==> src/rtl/core/dq_pkg.sv <==
// Shared types and constants for the double-ended queue.
`timescale 1ns / 1ps

package dq_pkg;

    localparam int MODE_W   = 3;
    localparam int ELEM_W   = 32;
    localparam int OCC_W    = 5;
    localparam int STATUS_W = 2;

    typedef enum logic [MODE_W-1:0] {
        MODE_INS_FRONT = 3'd0,
        MODE_INS_REAR  = 3'd1,
        MODE_REM_FRONT = 3'd2,
        MODE_REM_REAR  = 3'd3,
        MODE_LIST      = 3'd4,
        MODE_COUNT     = 3'd5
    } mode_t;

    typedef enum logic [STATUS_W-1:0] {
        STATUS_OK    = 2'd0,
        STATUS_EMPTY = 2'd1,
        STATUS_FULL  = 2'd2
    } status_t;

    typedef enum logic [1:0] {
        ST_IDLE,
        ST_HOLD,
        ST_REMOVE,
        ST_LIST
    } state_t;

endpackage

==> src/rtl/core/dq_ram.sv <==
// Generic single-write, single-read synchronous RAM with registered read data.
`timescale 1ns / 1ps

module dq_ram #(
    parameter int WIDTH = 32,
    parameter int DEPTH = 16
) (
    input  logic                     aclk,
    input  logic                     wr_en,
    input  logic [$clog2(DEPTH)-1:0] wr_addr,
    input  logic [WIDTH-1:0]         wr_data,
    input  logic                     rd_en,
    input  logic [$clog2(DEPTH)-1:0] rd_addr,
    output logic [WIDTH-1:0]         rd_data
);

    logic [WIDTH-1:0] mem [DEPTH];

    always_ff @(posedge aclk) begin
        if (wr_en) begin
            mem[wr_addr] <= wr_data;
        end
        if (rd_en) begin
            rd_data <= mem[rd_addr];
        end
    end

endmodule

==> src/rtl/core/double_ended_queue_top.sv <==
// Top level of the bounded double-ended queue: control, pointers and result register.
`timescale 1ns / 1ps
//
// Each request arrives as one transaction on the s_ channel: s_tuser selects the
// operation and s_tdata carries the value to insert. Results leave on the m_ channel,
// one transaction per result, with m_tlast set on the final result of a request and
// m_tuser giving the status (ok, empty, full).
// Inserts, count requests and every request that fails on an empty or full queue
// load the result register in the cycle of acceptance, so the result is offered on
// the next cycle and a new request is taken every cycle while the receiver keeps up.
// Removals first read the element from the slot RAM, which has a registered read
// port, and send it from ST_REMOVE. A list request reads one RAM entry per element,
// issuing each read while the previous entry leaves, and holds the block until the last
// entry is sent. The single read port of the slot RAM is why these steps are serial.
// A new request is taken only between requests; when the receiver stalls, the result
// register holds its transaction and further work waits for it to drain.
// Reset clears the state, the head index, the count and the result valid flag; the slot
// RAM needs no clearing because only occupied slots are ever read.
//
module double_ended_queue_top
    import dq_pkg::*;
#(
    parameter int CAPACITY = 16
) (
    input  logic        aclk,
    input  logic        aresetn,
    input  logic        s_tvalid,
    output logic        s_tready,
    input  logic [31:0] s_tdata,   // [31:0] value
    input  logic [2:0]  s_tuser,   // [2:0] mode
    output logic        m_tvalid,
    input  logic        m_tready,
    output logic [39:0] m_tdata,   // [31:0] element, [36:32] occupancy, [39:37] zero
    output logic [1:0]  m_tuser,   // [1:0] status
    output logic        m_tlast
);

    localparam int IDX_W = $clog2(CAPACITY);
    localparam int CNT_W = $clog2(CAPACITY + 1);

    state_t               state_reg, state_next;
    logic [IDX_W-1:0]     front_reg, front_next;
    logic [CNT_W-1:0]     count_reg, count_next;
    logic [CNT_W-1:0]     list_idx_reg, list_idx_next;
    status_t              res_status_reg, res_status_next;

    logic                 m_tvalid_reg, m_tvalid_next;
    logic [ELEM_W-1:0]    m_elem_reg, m_elem_next;
    logic [OCC_W-1:0]     m_occ_reg, m_occ_next;
    status_t              m_status_reg, m_status_next;
    logic                 m_last_reg, m_last_next;

    logic                 ram_wr_en;
    logic [IDX_W-1:0]     ram_wr_addr;
    logic                 ram_rd_en;
    logic [IDX_W-1:0]     ram_rd_addr;
    logic [ELEM_W-1:0]    ram_rd_data;

    logic                 accept;
    logic                 out_free;
    logic                 full;
    logic                 empty;
    logic                 imm_valid;
    status_t              imm_status;
    logic [CNT_W-1:0]     list_idx_inc;
    logic                 list_last;

    // Ring wrap of a position known to be below twice the capacity.
    function automatic logic [IDX_W-1:0] wrap(input logic [CNT_W:0] pos);
        logic [CNT_W:0] adj;
        adj = (pos >= (CNT_W+1)'(CAPACITY)) ? pos - (CNT_W+1)'(CAPACITY) : pos;
        return adj[IDX_W-1:0];
    endfunction

    dq_ram #(
        .WIDTH (ELEM_W),
        .DEPTH (CAPACITY)
    ) u_slots (
        .aclk    (aclk),
        .wr_en   (ram_wr_en),
        .wr_addr (ram_wr_addr),
        .wr_data (s_tdata),
        .rd_en   (ram_rd_en),
        .rd_addr (ram_rd_addr),
        .rd_data (ram_rd_data)
    );

    // No transaction is taken while reset is held.
    assign s_tready     = aresetn && (state_reg == ST_IDLE);
    assign accept       = s_tvalid && s_tready;
    assign out_free     = !m_tvalid_reg || m_tready;
    assign full         = (count_reg == CNT_W'(CAPACITY));
    assign empty        = (count_reg == '0);
    assign list_idx_inc = list_idx_reg + 1'b1;
    assign list_last    = (list_idx_inc == count_reg);

    assign m_tvalid = m_tvalid_reg;
    assign m_tdata  = {3'b000, m_occ_reg, m_elem_reg};
    assign m_tuser  = m_status_reg;
    assign m_tlast  = m_last_reg;

    always_ff @(posedge aclk) begin
        if (!aresetn) begin
            state_reg    <= ST_IDLE;
            front_reg    <= '0;
            count_reg    <= '0;
            m_tvalid_reg <= 1'b0;
        end else begin
            state_reg    <= state_next;
            front_reg    <= front_next;
            count_reg    <= count_next;
            m_tvalid_reg <= m_tvalid_next;
        end
    end

    always_ff @(posedge aclk) begin
        list_idx_reg   <= list_idx_next;
        res_status_reg <= res_status_next;
        m_elem_reg     <= m_elem_next;
        m_occ_reg      <= m_occ_next;
        m_status_reg   <= m_status_next;
        m_last_reg     <= m_last_next;
    end

    always_comb begin
        state_next      = state_reg;
        front_next      = front_reg;
        count_next      = count_reg;
        list_idx_next   = list_idx_reg;
        res_status_next = res_status_reg;
        m_tvalid_next   = m_tvalid_reg && !m_tready;
        m_elem_next     = m_elem_reg;
        m_occ_next      = m_occ_reg;
        m_status_next   = m_status_reg;
        m_last_next     = m_last_reg;
        ram_wr_en       = 1'b0;
        ram_wr_addr     = front_reg;
        ram_rd_en       = 1'b0;
        ram_rd_addr     = front_reg;
        imm_valid       = 1'b0;
        imm_status      = STATUS_OK;

        case (state_reg)
            ST_IDLE: begin
                if (accept) begin
                    case (mode_t'(s_tuser))
                        MODE_INS_FRONT, MODE_INS_REAR: begin
                            imm_valid = 1'b1;
                            if (full) begin
                                imm_status = STATUS_FULL;
                            end else begin
                                ram_wr_en  = 1'b1;
                                count_next = count_reg + 1'b1;
                                if (mode_t'(s_tuser) == MODE_INS_FRONT) begin
                                    front_next  = (front_reg == '0) ?
                                                  IDX_W'(CAPACITY - 1) : front_reg - 1'b1;
                                    ram_wr_addr = front_next;
                                end else begin
                                    ram_wr_addr = wrap({1'b0, CNT_W'(front_reg)} +
                                                       {1'b0, count_reg});
                                end
                            end
                        end
                        MODE_REM_FRONT, MODE_REM_REAR: begin
                            if (empty) begin
                                imm_valid  = 1'b1;
                                imm_status = STATUS_EMPTY;
                            end else begin
                                // The slot is read here and sent from ST_REMOVE;
                                // no write can reach the RAM in between.
                                ram_rd_en  = 1'b1;
                                count_next = count_reg - 1'b1;
                                state_next = ST_REMOVE;
                                if (mode_t'(s_tuser) == MODE_REM_FRONT) begin
                                    ram_rd_addr = front_reg;
                                    front_next  = wrap({1'b0, CNT_W'(front_reg)} + 1'b1);
                                end else begin
                                    ram_rd_addr = wrap({1'b0, CNT_W'(front_reg)} +
                                                       {1'b0, count_next});
                                end
                            end
                        end
                        MODE_LIST: begin
                            if (empty) begin
                                imm_valid  = 1'b1;
                                imm_status = STATUS_EMPTY;
                            end else begin
                                ram_rd_en     = 1'b1;
                                ram_rd_addr   = front_reg;
                                list_idx_next = '0;
                                state_next    = ST_LIST;
                            end
                        end
                        default: begin
                            imm_valid = 1'b1;
                        end
                    endcase

                    if (imm_valid) begin
                        if (out_free) begin
                            m_tvalid_next = 1'b1;
                            m_elem_next   = '0;
                            m_occ_next    = OCC_W'(count_next);
                            m_status_next = imm_status;
                            m_last_next   = 1'b1;
                        end else begin
                            res_status_next = imm_status;
                            state_next      = ST_HOLD;
                        end
                    end
                end
            end
            ST_HOLD: begin
                if (out_free) begin
                    m_tvalid_next = 1'b1;
                    m_elem_next   = '0;
                    m_occ_next    = OCC_W'(count_reg);
                    m_status_next = res_status_reg;
                    m_last_next   = 1'b1;
                    state_next    = ST_IDLE;
                end
            end
            ST_REMOVE: begin
                if (out_free) begin
                    m_tvalid_next = 1'b1;
                    m_elem_next   = ram_rd_data;
                    m_occ_next    = OCC_W'(count_reg);
                    m_status_next = STATUS_OK;
                    m_last_next   = 1'b1;
                    state_next    = ST_IDLE;
                end
            end
            ST_LIST: begin
                if (out_free) begin
                    m_tvalid_next = 1'b1;
                    m_elem_next   = ram_rd_data;
                    m_occ_next    = OCC_W'(count_reg);
                    m_status_next = STATUS_OK;
                    m_last_next   = list_last;
                    if (list_last) begin
                        state_next = ST_IDLE;
                    end else begin
                        // Fetch the next entry while this one leaves.
                        ram_rd_en     = 1'b1;
                        ram_rd_addr   = wrap({1'b0, CNT_W'(front_reg)} +
                                             {1'b0, list_idx_inc});
                        list_idx_next = list_idx_inc;
                    end
                end
            end
            default: begin
                state_next = ST_IDLE;
            end
        endcase
    end

`ifndef SYNTHESIS
    a_count_bound: assert property (@(posedge aclk) disable iff (!aresetn)
        count_reg <= CNT_W'(CAPACITY))
        else $error("occupancy exceeds capacity");

    a_front_bound: assert property (@(posedge aclk) disable iff (!aresetn)
        front_reg < IDX_W'(CAPACITY - 1) || front_reg == IDX_W'(CAPACITY - 1))
        else $error("head index outside the ring");

    a_list_index: assert property (@(posedge aclk) disable iff (!aresetn)
        state_reg == ST_LIST |-> list_idx_reg < count_reg)
        else $error("list walk beyond the stored entries");

    a_write_idle: assert property (@(posedge aclk) disable iff (!aresetn)
        ram_wr_en |-> (accept && !full))
        else $error("slot write outside an accepted insert");

    a_insert_count: assert property (@(posedge aclk) disable iff (!aresetn)
        (accept && ram_wr_en) |=> count_reg == $past(count_reg) + 1'b1)
        else $error("insert did not raise the occupancy");
`endif

endmodule
==> config.mk <==
export PLATFORM = sky130hd
export DESIGN_NAME = double_ended_queue_top
export DESIGN_NICKNAME = d
export VERILOG_FILES = /design/src/rtl/core/dq_pkg.sv /design/src/rtl/core/dq_ram.sv /design/src/rtl/core/double_ended_queue_top.sv
export SDC_FILE = /design/constraint.sdc
export NUM_CORES = 1
export LEC_CHECK = 0
export BUFFER_PORTS_ARGS = -buffer_cell sky130_fd_sc_hd__buf_2
export CAP_MARGIN = 20
export CORE_MARGIN = 4
export CORE_UTILIZATION = 56
export DETAILED_ROUTE_END_ITERATION = 10
export GPL_ROUTABILITY_DRIVEN = 0
export GPL_TIMING_DRIVEN = 0
export PLACE_DENSITY = 0.8
export SLEW_MARGIN = 20
export SYNTH_ARGS = -nofsm -noshare
export SYNTH_HDL_FRONTEND = slang
export SYNTH_SLANG_ARGS = --single-unit
==> constraint.sdc <==
create_clock -name aclk -period 3.73 [get_ports aclk]
set_input_delay 0.5595 -clock aclk [delete_from_list [all_inputs] [get_ports aclk]]
set_output_delay 0.5595 -clock aclk [all_outputs]
set_load 0.01 [all_outputs]
==> Yosys cells after proc, flatten, opt, wreduce, memory -nomap -nowiden <==
Memory sizes are Yosys's and may differ from the RTL's. A register that Yosys moved wholly into a read port is not among the register bits.
Cells that the tools add are included.
{ "op_classes": {"order_cmp": 4, "n_addsub": 12, "n_mul": 0, "mux": 84, "n_bitwise": 1, "n_eq_ne": 25, "div": 0, "reduce_logical": 27, "n_shift": 0} }
{ "op_table": {"columns": ["operator", "count"], "rows": [
  ["two-way mux 32 bit", 4],
  ["case mux 32 bit (3 select lines)", 1],
  ["two-way mux 4 bit", 20],
  ["two-way mux 5 bit", 11],
  ["case mux 5 bit (2 select lines)", 3],
  ["two-way mux 2 bit", 13],
  ["two-way mux 1 bit", 23],
  ["!= test 2 bit (second input constant)", 11],
  ["subtractor 4 x 1 -> 4 bit (second input constant)", 5],
  ["adder 4 x 5 -> 6 bit", 3],
  [">= comparator 6 x 5 -> 1 bit (second input constant)", 3],
  ["case mux 4 bit (2 select lines)", 2],
  ["case mux 2 bit (3 select lines)", 2],
  ["AND reduction 4 bit", 3],
  ["adder 5 x 1 -> 5 bit (second input constant)", 2],
  ["!= test 2 x 1 -> 1 bit (second input constant)", 5],
  ["case mux 2 bit (2 select lines)", 2],
  ["OR reduction 2 bit", 4],
  ["AND reduction 7 bit", 1],
  ["== test 3 x 2 -> 1 bit (second input constant)", 2],
  ["AND reduction 3 bit", 2],
  ["AND reduction 6 bit", 1],
  ["OR reduction 3 bit", 2],
  ["adder 4 x 1 -> 5 bit (second input constant)", 1],
  ["other kinds (21)", 27]
]} }
{ "word_totals": {"latchBits": 0, "out_inout_bits": 45, "ff_bits": 59, "mem_bits_rw": 512, "romBits": 0, "wordCells": 164, "mem_count": 1} }
{ "mem_list": {"columns": ["name", "words", "word_bits", "read_ports", "rd_clocked_by_memory_dff", "wr", "line", "text"], "rows": [
  ["u_slots.mem", 16, 32, 1, 1, 1, "dq_ram.sv:17", "logic [WIDTH-1:0] mem [DEPTH];"]
]} }

==> Longest topological paths before layout <==
Gate-level depths: netlist of the first run.
{ "depth": {"ltp_word": 9, "ltp_mapped": 14, "mapped_depth_nobuf": 12} }

==> By module <==
From an unflattened synthesis of the first run, not the netlist that was laid out.
{ "unflattened": {"cells_unflattened": 1194, "hier_area_um2": 23801.6} }
{ "by_module_without_submodules": {"columns": ["mod", "instances", "seq_area_each_um2", "cells_each", "area_each_um2"], "rows": [
  ["dq_ram", 1, 16335.7, 838, 20155.6],
  ["double_ended_queue_top", 1, 1651.6, 356, 3646.0]
]} }

==> Worst setup path before layout of the first run <==
OpenSTA, ideal clock, no wires.
{ "synth_timing": {"path_type": "flip-flop to flip-flop", "start": "register state_reg[0]", "end": "memory u_slots.mem[9][0], enable pin", "path_stages_with_launch": 11, "arrival_ns": 3.247, "setup_time_ns": 0.421, "setup_slack_ns": 0.062, "n_path_buf": 2, "required_time_ns": 3.309, "path_cell_list": "dfxtp_1 > inv_1 > ha_1 > clkbuf_1 > and3_1 > clkbuf_1 > nand2_1 > nor2_1 > o22a_1 > nand2_1 > nor2_1"} }
{ "synth_between": {"elab_chain_cells": 7, "word_cells_on_any_way": 9, "classes_between": "mux (6); reduce/logical (3)"} }
{ "synth_rtl": {"columns": ["element", "line", "text"], "rows": [
  ["start: declaration", "double_ended_queue_top.sv:41", "state_t state_reg, state_next;"],
  ["start signal: assignment", "double_ended_queue_top.sv:109", "state_reg <= state_next;"],
  ["zero test 2 bit (*)", "double_ended_queue_top.sv:89, double_ended_queue_top.sv:143", null],
  ["logical AND 1 bit", "double_ended_queue_top.sv:89", "assign s_tready = aresetn && (state_reg == ST_IDLE);"],
  ["logical AND 1 bit", "double_ended_queue_top.sv:90", "assign accept = s_tvalid && s_tready;"],
  ["two-way mux 1 bit", "double_ended_queue_top.sv:145", "if (accept) begin"],
  ["two-way mux 1 bit", "double_ended_queue_top.sv:143", "case (state_reg)"],
  ["two-way mux 1 bit", "dq_ram.sv:20", "if (wr_en) begin"],
  ["two-way mux 1 bit (implied by the code)", "dq_ram.sv:21", "mem[wr_addr] <= wr_data;"],
  ["end: declaration", "dq_ram.sv:17", null]
]} }
Mark *: on every way between the ends. The rest lies on a longest branch, timed or not.

==> Worst setup path after layout of the first run <==
{ "layout_timing": {"start": "register count_reg[0]", "end": "register u_slots.rd_data[11] (read register of u_slots.mem) (data pin)"} }
{ "layout_between": {"elab_chain_cells": 9, "word_cells_on_any_way": 20, "classes_between": "add/sub (3); order compare (1); eq/ne (1); mux (14); reduce/logical (1)"} }
{ "layout_rtl": {"columns": ["element", "line", "text"], "rows": [
  ["start: declaration", "double_ended_queue_top.sv:43", "logic [CNT_W-1:0] count_reg, count_next;"],
  ["start signal: assignment", "double_ended_queue_top.sv:111", "count_reg <= count_next;"],
  ["subtractor 5 x 1 -> 5 bit", "double_ended_queue_top.sv:172", "count_next = count_reg - 1'b1;"],
  ["adder 4 x 5 -> 6 bit", "double_ended_queue_top.sv:178", "ram_rd_addr = wrap({1'b0, CNT_W'(front_reg)} +"],
  [">= comparator 6 x 5 -> 1 bit / subtractor 4 x 1 -> 4 bit (equally long branches)", "double_ended_queue_top.sv:71", "adj = (pos >= (CNT_W+1)'(CAPACITY)) ? pos - (CNT_W+1)'(CAPACITY) : pos;"],
  ["two-way mux 4 bit", "double_ended_queue_top.sv:71", null],
  ["two-way mux 4 bit", "double_ended_queue_top.sv:174", "if (mode_t'(s_tuser) == MODE_REM_FRONT) begin"],
  ["two-way mux 4 bit", "double_ended_queue_top.sv:165", "if (empty) begin"],
  ["two-way mux 4 bit", null, null],
  ["two-way mux 4 bit", "double_ended_queue_top.sv:145", null],
  ["case mux 4 bit (2 select lines)", "double_ended_queue_top.sv:143", null],
  ["end: declaration", "dq_ram.sv:14", "output logic [WIDTH-1:0] rd_data"]
]} }
Parallel ways exist; a longest one is shown, timed or not.
A chain may end at the register's enable or synchronous reset.

==> results.toml, run 1 <==
[synthesis]
ys_ff_latch = 603
synthCells = 1465
synth_edf_count = 591
ys_async_sr_fraction_pct = 0
synth_seq_area_share_pct = 71.2
yosys_warnings = 0
ys.flop_type = "edfxtp_1"
syn_area_mm2 = 0.0253
syn_area_per_cell_um2 = 17.2
ys_types = 61

[global_routing]
gr-usage-all-layers_pct = 22.9
use_met1_pct = 30.0
antenna_found_initial = 0
grt_pass1_vias = 13800
use_met3_pct = 3.50
grtUsageMet2_pct = 38.8
grt.overflow.total = 0
grt_max_degree = 21
grt_pass1_wl_mm = 82.6
gr-max-usage-layer = "met2"

[critical_path]
reg2reg_slack_ns = 0.05
startpoint = "count_reg[0]"
required_ns = 4.12
critPathSlowestCell = "a31oi_2"
worstSetupPathType = "reg2reg"
setup.worst_path.end_class = "flip-flop"
r2r_start = "count_reg[0]"
worstPathCellList = "inv_1 > ha_1 > inv_1 > ha_1 > a21o_1 > a21oi_1 > xnor2_1 > nand2_1 > a21oi_1 > a21oi_1 > a31oi_2 > clkbuf_4 > mux2i_1"
setup.worst_path.end = "u_slots.rd_data[11]"
critPathMaxStageDelay_ns = 0.47
cpMostUsedCell = "a21oi_1"
startpoint_type = "flip-flop"
path_max_fanout = 10
cp.arrival_ns = 4.07
rr_endpoint = "u_slots.rd_data[11]"
r2r_cells = 13

[clocking]
cts-root-buf = "clkbuf_16"
cts_tree = "yes"
worstSkewPairLatency_ns = 0.62
path_clk_slew_ns = 0.06
clock_path_buffers = 3
cts_inserted_buffers = 57
hold_buffers = 0
h-tree-depth = 2
cts_sinks = 603

[power_and_ir_drop]
switching_power_mw = 3.34
seqPwrFrac_pct = 51.3
intPower_mw = 11.5
power_density_mw_per_mm2 = 504
pwr-share-comb_pct = 10.3
peakVddDrop_uv = 321
p_sw_share_pct = 22.6
clkPwrFrac_pct = 38.4
p_leak_nw = 12.3

[finish]
final_cell_mix = "edfxtp_1, mux2i_1, buf_2, clkbuf_16, nand2_1"
final_area_mm2 = 0.0293
nets = 1708
largest_reg_flops = 512
fin_cells = 2283
layout_commonest_cell = "edfxtp_1"
drive_gt1_share_pct = 17.4
syn_to_final_growth_pct = 16.2
fill_cells = 2843

[floorplan]
die-area_mm2 = 0.0486
core_mm2 = 0.0444
die_h_um = 220
initial_core_util_pct = 56.9
rows = 77
io_pins = 84
die_w_um = 220

[min_path]
hold_path_class = "in2reg"
worstHoldStart = "s_tvalid"

[sta]
period_share_pct = 98.6
worst_pin_slew_ns = 0.849
setup_viol_count_final = 0
whs_ns = 0.274
fin_crit_ns = 3.68
fmax_ghz = 0.272
drv_slew = 0
fin_skew_ns = 0.0179
grt_setup_unrepaired = "yes"
hold_viol = 0
max_slew_margin_pct = 43.3

[detailed_routing]
postRouteAntennaNets = 0
wirelength_mm = 55.7
via_per_inst = 5.99
drtIter0Drc = 1475
wl_per_cell_um = 24.4
vias = 13700
drt_pass1_iterations = 7
drc = 0

[place]
post-place-cells = 2158
port_buffers = 79
postPlaceCellArea_mm2 = 0.0270
dp_hpwl_mm = 35.0

[status]
outcome = "finished clean"

[run]
maxCapViolations = 0
[synth_stat cells, drive strengths merged, types with 12 or more instances]
cell    instances  share of area [%]
o21ai          17               0.34
mux2i         470                 19
xnor2          12               0.42
a21oi          25               0.51
buf            58                1.8
dfxtp          12               0.95
ha             20               0.99
nor2           52               0.78
edfxtp        591                 70
nand2          35               0.52
inv            16               0.24
nor2b          34               0.84
clkbuf         15               0.22
[power groups by stage]
stage	Combinational [mW]	Clock (mW)	Sequential, mW
floorplan	0.956	0	7.76
global placement	1.40	0	7.74
detailed placement	1.47	0	7.73
CTS	1.49	5.74	7.59
global route	1.62	6.05	7.59
finish	1.52	5.68	7.59
[through the flow]
step / power [mW] / utilization [%] / setup WS [ns] / TNS, ns
after floorplan: 8.72 / - / 0.0616 / 0
after global placement: 9.14 / 59.4 / -2.09 / -1021.51
after detailed placement: 9.21 / 60.9 / -0.325 / -35.89
after CTS: 14.8 / 65.9 / 0.0716 / 0
after global routing: 15.3 / 66.1 / -0.0433 / -0.102
final: 14.8 / 66.1 / 0.0517 / 0
[layout make-up]
cell class / instances / area (um2) / share of cell area [%]
Sequential cell: 603 / 18000 / 61.3
Multi-Input combinational cell: 773 / 6860 / 23.4
Clock buffer: 78 / 1530 / 5.20
Timing Repair Buffer: 121 / 1280 / 4.37
Tap cell: 592 / 741 / 2.52
Buffer: 72 / 577 / 1.97
Clock inverter: 25 / 302 / 1.03
Inverter: 18 / 67.6 / 0.230
Antenna cell: 1 / 2.50 / 0.00853
[kinds of logic (layout without fill, tap and decap cells)]
kind of cell | Yosys count | count (layout) | synth area share (%)
fa+ha+maj | 23 | 23 | 1.23
simple gates | 160 | 160 | 3.11
other cells | 1 | 4 | 0.0148
flops | 603 | 603 | 71.2
compound gates | 88 | 88 | 2.23
mux | 475 | 475 | 19.0
buf+inv | 91 | 314 | 2.30
xor+xnor | 24 | 24 | 0.916
[critical path: cells and delay by family (launching register included)]
kind            cells  cell delay (ns)
fa+ha+maj           2             0.57
mux                 1             0.40
simple gates        1             0.11
compound gates      5             1.10
buf+inv             3             0.69
flops               1             0.44
xor+xnor            1             0.14
[layer usage]
| metal | vias up | wire [um] | part of all wire, % |
|---|---|---|---|
| li1 | 6036 | - | - |
| met2 | 637 | 28000 | 50 |
| met4 | 0 | 1680 | 3.0 |
| met1 | 6871 | 22000 | 39 |
| met3 | 123 | 4070 | 7.3 |
| met5 | - | 0 | 0 |
[worst min path at each step]
stage	endpoint	slack, ns	cells after the start
3_5_place_dp	m_elem_reg[2]	0.52	1
6_report	m_tvalid	0.27	3
5_1_grt	m_tvalid	0.29	3
3_3_place_gp	m_elem_reg[21]	0.52	1
2_1_floorplan	state_reg[0]	0.51	2
4_1_cts	m_tvalid	0.25	3
[repair_timing]
action,4_1_cts,5_1_grt
pin swaps,15,0
setup endpoints to repair,331,400
setup buffers,22,0
resized for setup,9,23
Power figures use the tool's default switching activity.
==> run 2: changes to the inputs <==
- clock period: 3.73 -> 3 ns (I/O delays scaled with it)
==> run 2 against run 1 <==
Effect of this change: the run now ends with negative setup slack left; worst hold slack worse by 0.096 ns; final cell count up 2.7%; register-to-register slack worse by 0.57 ns; first-iteration DRC count grew 13%; flip-flop and latch count did not move; global-route usage up 3.0 points; die area unchanged; non-clock buffer count is 63 higher; wire length grew 18%; via count grew 6.8%.
==> results.toml, run 2 (synthesis results as in run 1) <==
[critical_path]
cp.arrival_ns = 3.86
startpoint_type = "flip-flop"
required_ns = 3.35
setup.worst_path.end_class = "flip-flop"
worstSetupPathType = "reg2reg"
path_max_fanout = 10
reg2reg_slack_ns = -0.52

[sta]
fin_skew_ns = 0.0212
period_share_pct = 117
max_slew_margin_pct = 36.5
grt_setup_unrepaired = "yes"
fmax_ghz = 0.284
setup_viol_count_final = 356
fin_crit_ns = 3.52
hold_viol = 0
layout_setup_ws_ns = -0.518
worst_pin_slew_ns = 0.953
drv_slew = 0
whs_ns = 0.178

[detailed_routing]
met2_length_mm = 32.7
drc = 0
met1_length_mm = 24.3
wirelength_mm = 65.7
drtIter0Drc = 1664
top_layer = "met5"
postRouteAntennaNets = 0
route.met3.wl_mm = 5.55
vias = 14600
via_per_inst = 6.22
wl_per_cell_um = 28.0
drt_pass1_iterations = 5

[floorplan]
die-area_mm2 = 0.0486
die_w_um = 220
core_mm2 = 0.0444
initial_core_util_pct = 56.9
rows = 77
die_h_um = 220
io_pins = 84

[finish]
nets = 1770
drive_gt1_share_pct = 24.7
final_cell_mix = "edfxtp_1, mux2i_1, buf_2, clkbuf_16, buf_12"
layout_commonest_cell = "edfxtp_1"
fin_util_pct = 69.8
syn_to_final_growth_pct = 22.7
largest_reg_flops = 512

[clocking]
hold_buffers = 0
cts_tree = "yes"
cts_sinks = 603
path_clk_slew_ns = 0.07
cts_inserted_buffers = 56
clock_path_buffers = 3
cts-root-buf = "clkbuf_16"
worstSkewPairLatency_ns = 0.62
h-tree-depth = 2

[global_routing]
grt_pass1_wl_mm = 92.7
grt_pass1_vias = 14900
antenna_found_initial = 2
grt.overflow.total = 0
gr-usage-all-layers_pct = 25.9
grt_max_degree = 20

[power_and_ir_drop]
p_leak_nw = 12.9
power_mw = 18.5
peakVddDrop_uv = 361
clkPwrFrac_pct = 36.7
seqPwrFrac_pct = 50.9
switching_power_mw = 4.45
intPower_mw = 14.1
p_sw_share_pct = 24.0
power_density_mw_per_mm2 = 598
pwr-share-comb_pct = 12.4

[min_path]
hold_path_class = "in2reg"

[place]
dp_hpwl_mm = 35.9
port_buffers = 79

[run]
maxCapViolations = 0

[status]
failed_checks = "negative setup slack"
outcome = "finished with violations"
[run 2: changes by cell type in the layout (fill, tap and decap cells not counted), moves of 5 or more]
cell,before,now
buf_4,15,47
buf_12,22,53
mux2i_1,469,447
mux2i_2,1,21
clkbuf_1,32,17
buf_16,15,27
buf_2,96,84
clkinv_1,8,19
nand2_1,35,27
nand2_2,0,5
[run 2: power by group through the flow]
stage | clock, mW | sequential (mW) | combinational, mW
final | 6.81 | 9.43 | 2.30
after floorplan | 0 | 9.65 | 1.19
after global placement | 0 | 9.62 | 1.74
after detailed placement | 0 | 9.61 | 1.85
after global routing | 7.22 | 9.43 | 2.42
after CTS | 6.74 | 9.43 | 2.14
[run 2: timing repair]
| action | in CTS | in global routing |
|---|---|---|
| setup buffers | 53 | 18 |
| gates cloned | 4 | 4 |
| pin swaps | 27 | 12 |
| endpoints found under the setup margin | 569 | 565 |
| gates resized for setup | 171 | 76 |
[run 2: metal layers]
layer / vias up / track usage (%)
met5: - / 0
met4: 4 / 12.0
met3: 221 / 4.74
met2: 920 / 43.7
met1: 7287 / 33.0
li1: 6165 / -
[run 2: layout make-up]
| class | instances | area [um2] |
|---|---|---|
| inverter | 18 | 80.1 |
| multi-input combinational | 773 | 7290 |
| timing repair buffer | 185 | 2220 |
| sequential | 603 | 18000 |
| clock inverter | 38 | 292 |
| clock buffer | 64 | 1430 |
| buffer | 71 | 935 |
| antenna | 1 | 2.50 |
| fill | 2593 | 13400 |
| tap | 592 | 741 |
[run 2: worst paths after layout]
kind / from / endpoint / cells after the start
min: aresetn / count_reg[2] / 3
min reg2reg: u_slots.rd_data[7] / m_elem_reg[7] / 1
max reg2reg: state_reg[0] / u_slots.rd_data[31] / 15
max: state_reg[0] / u_slots.rd_data[31] / 15
[run 2: metrics by stage]
| step | setup slack (ns) | setup TNS (ns) | std cells | instance area [um2] |
|---|---|---|---|---|
| floorplan | -0.639 | -174.54 | 1467 | 25300 |
| global placement | -2.53 | -1030.56 | 2138 | 26400 |
| detailed placement | -1.09 | -378.27 | 2165 | 27300 |
| CTS | -0.190 | -3.56 | 2322 | 30400 |
| global route | -0.574 | -46.44 | 2344 | 31000 |
| finish | -0.518 | -25.97 | 2345 | 31000 |
[run 2: worst max-delay path: stages (launching register included)]
cell and delay [ns]:
dfxtp_1 0.39, inv_1 0.11, ha_1 0.32, buf_2 0.22, inv_2 0.15, nand2_1 0.11
o22ai_1 0.26, a32o_2 0.31, buf_12 0.17, buf_12 0.11, buf_12 0.12, buf_8 0.20
mux2i_2 0.24, mux2i_1 0.12, mux2i_1 0.24, mux2i_2 0.16
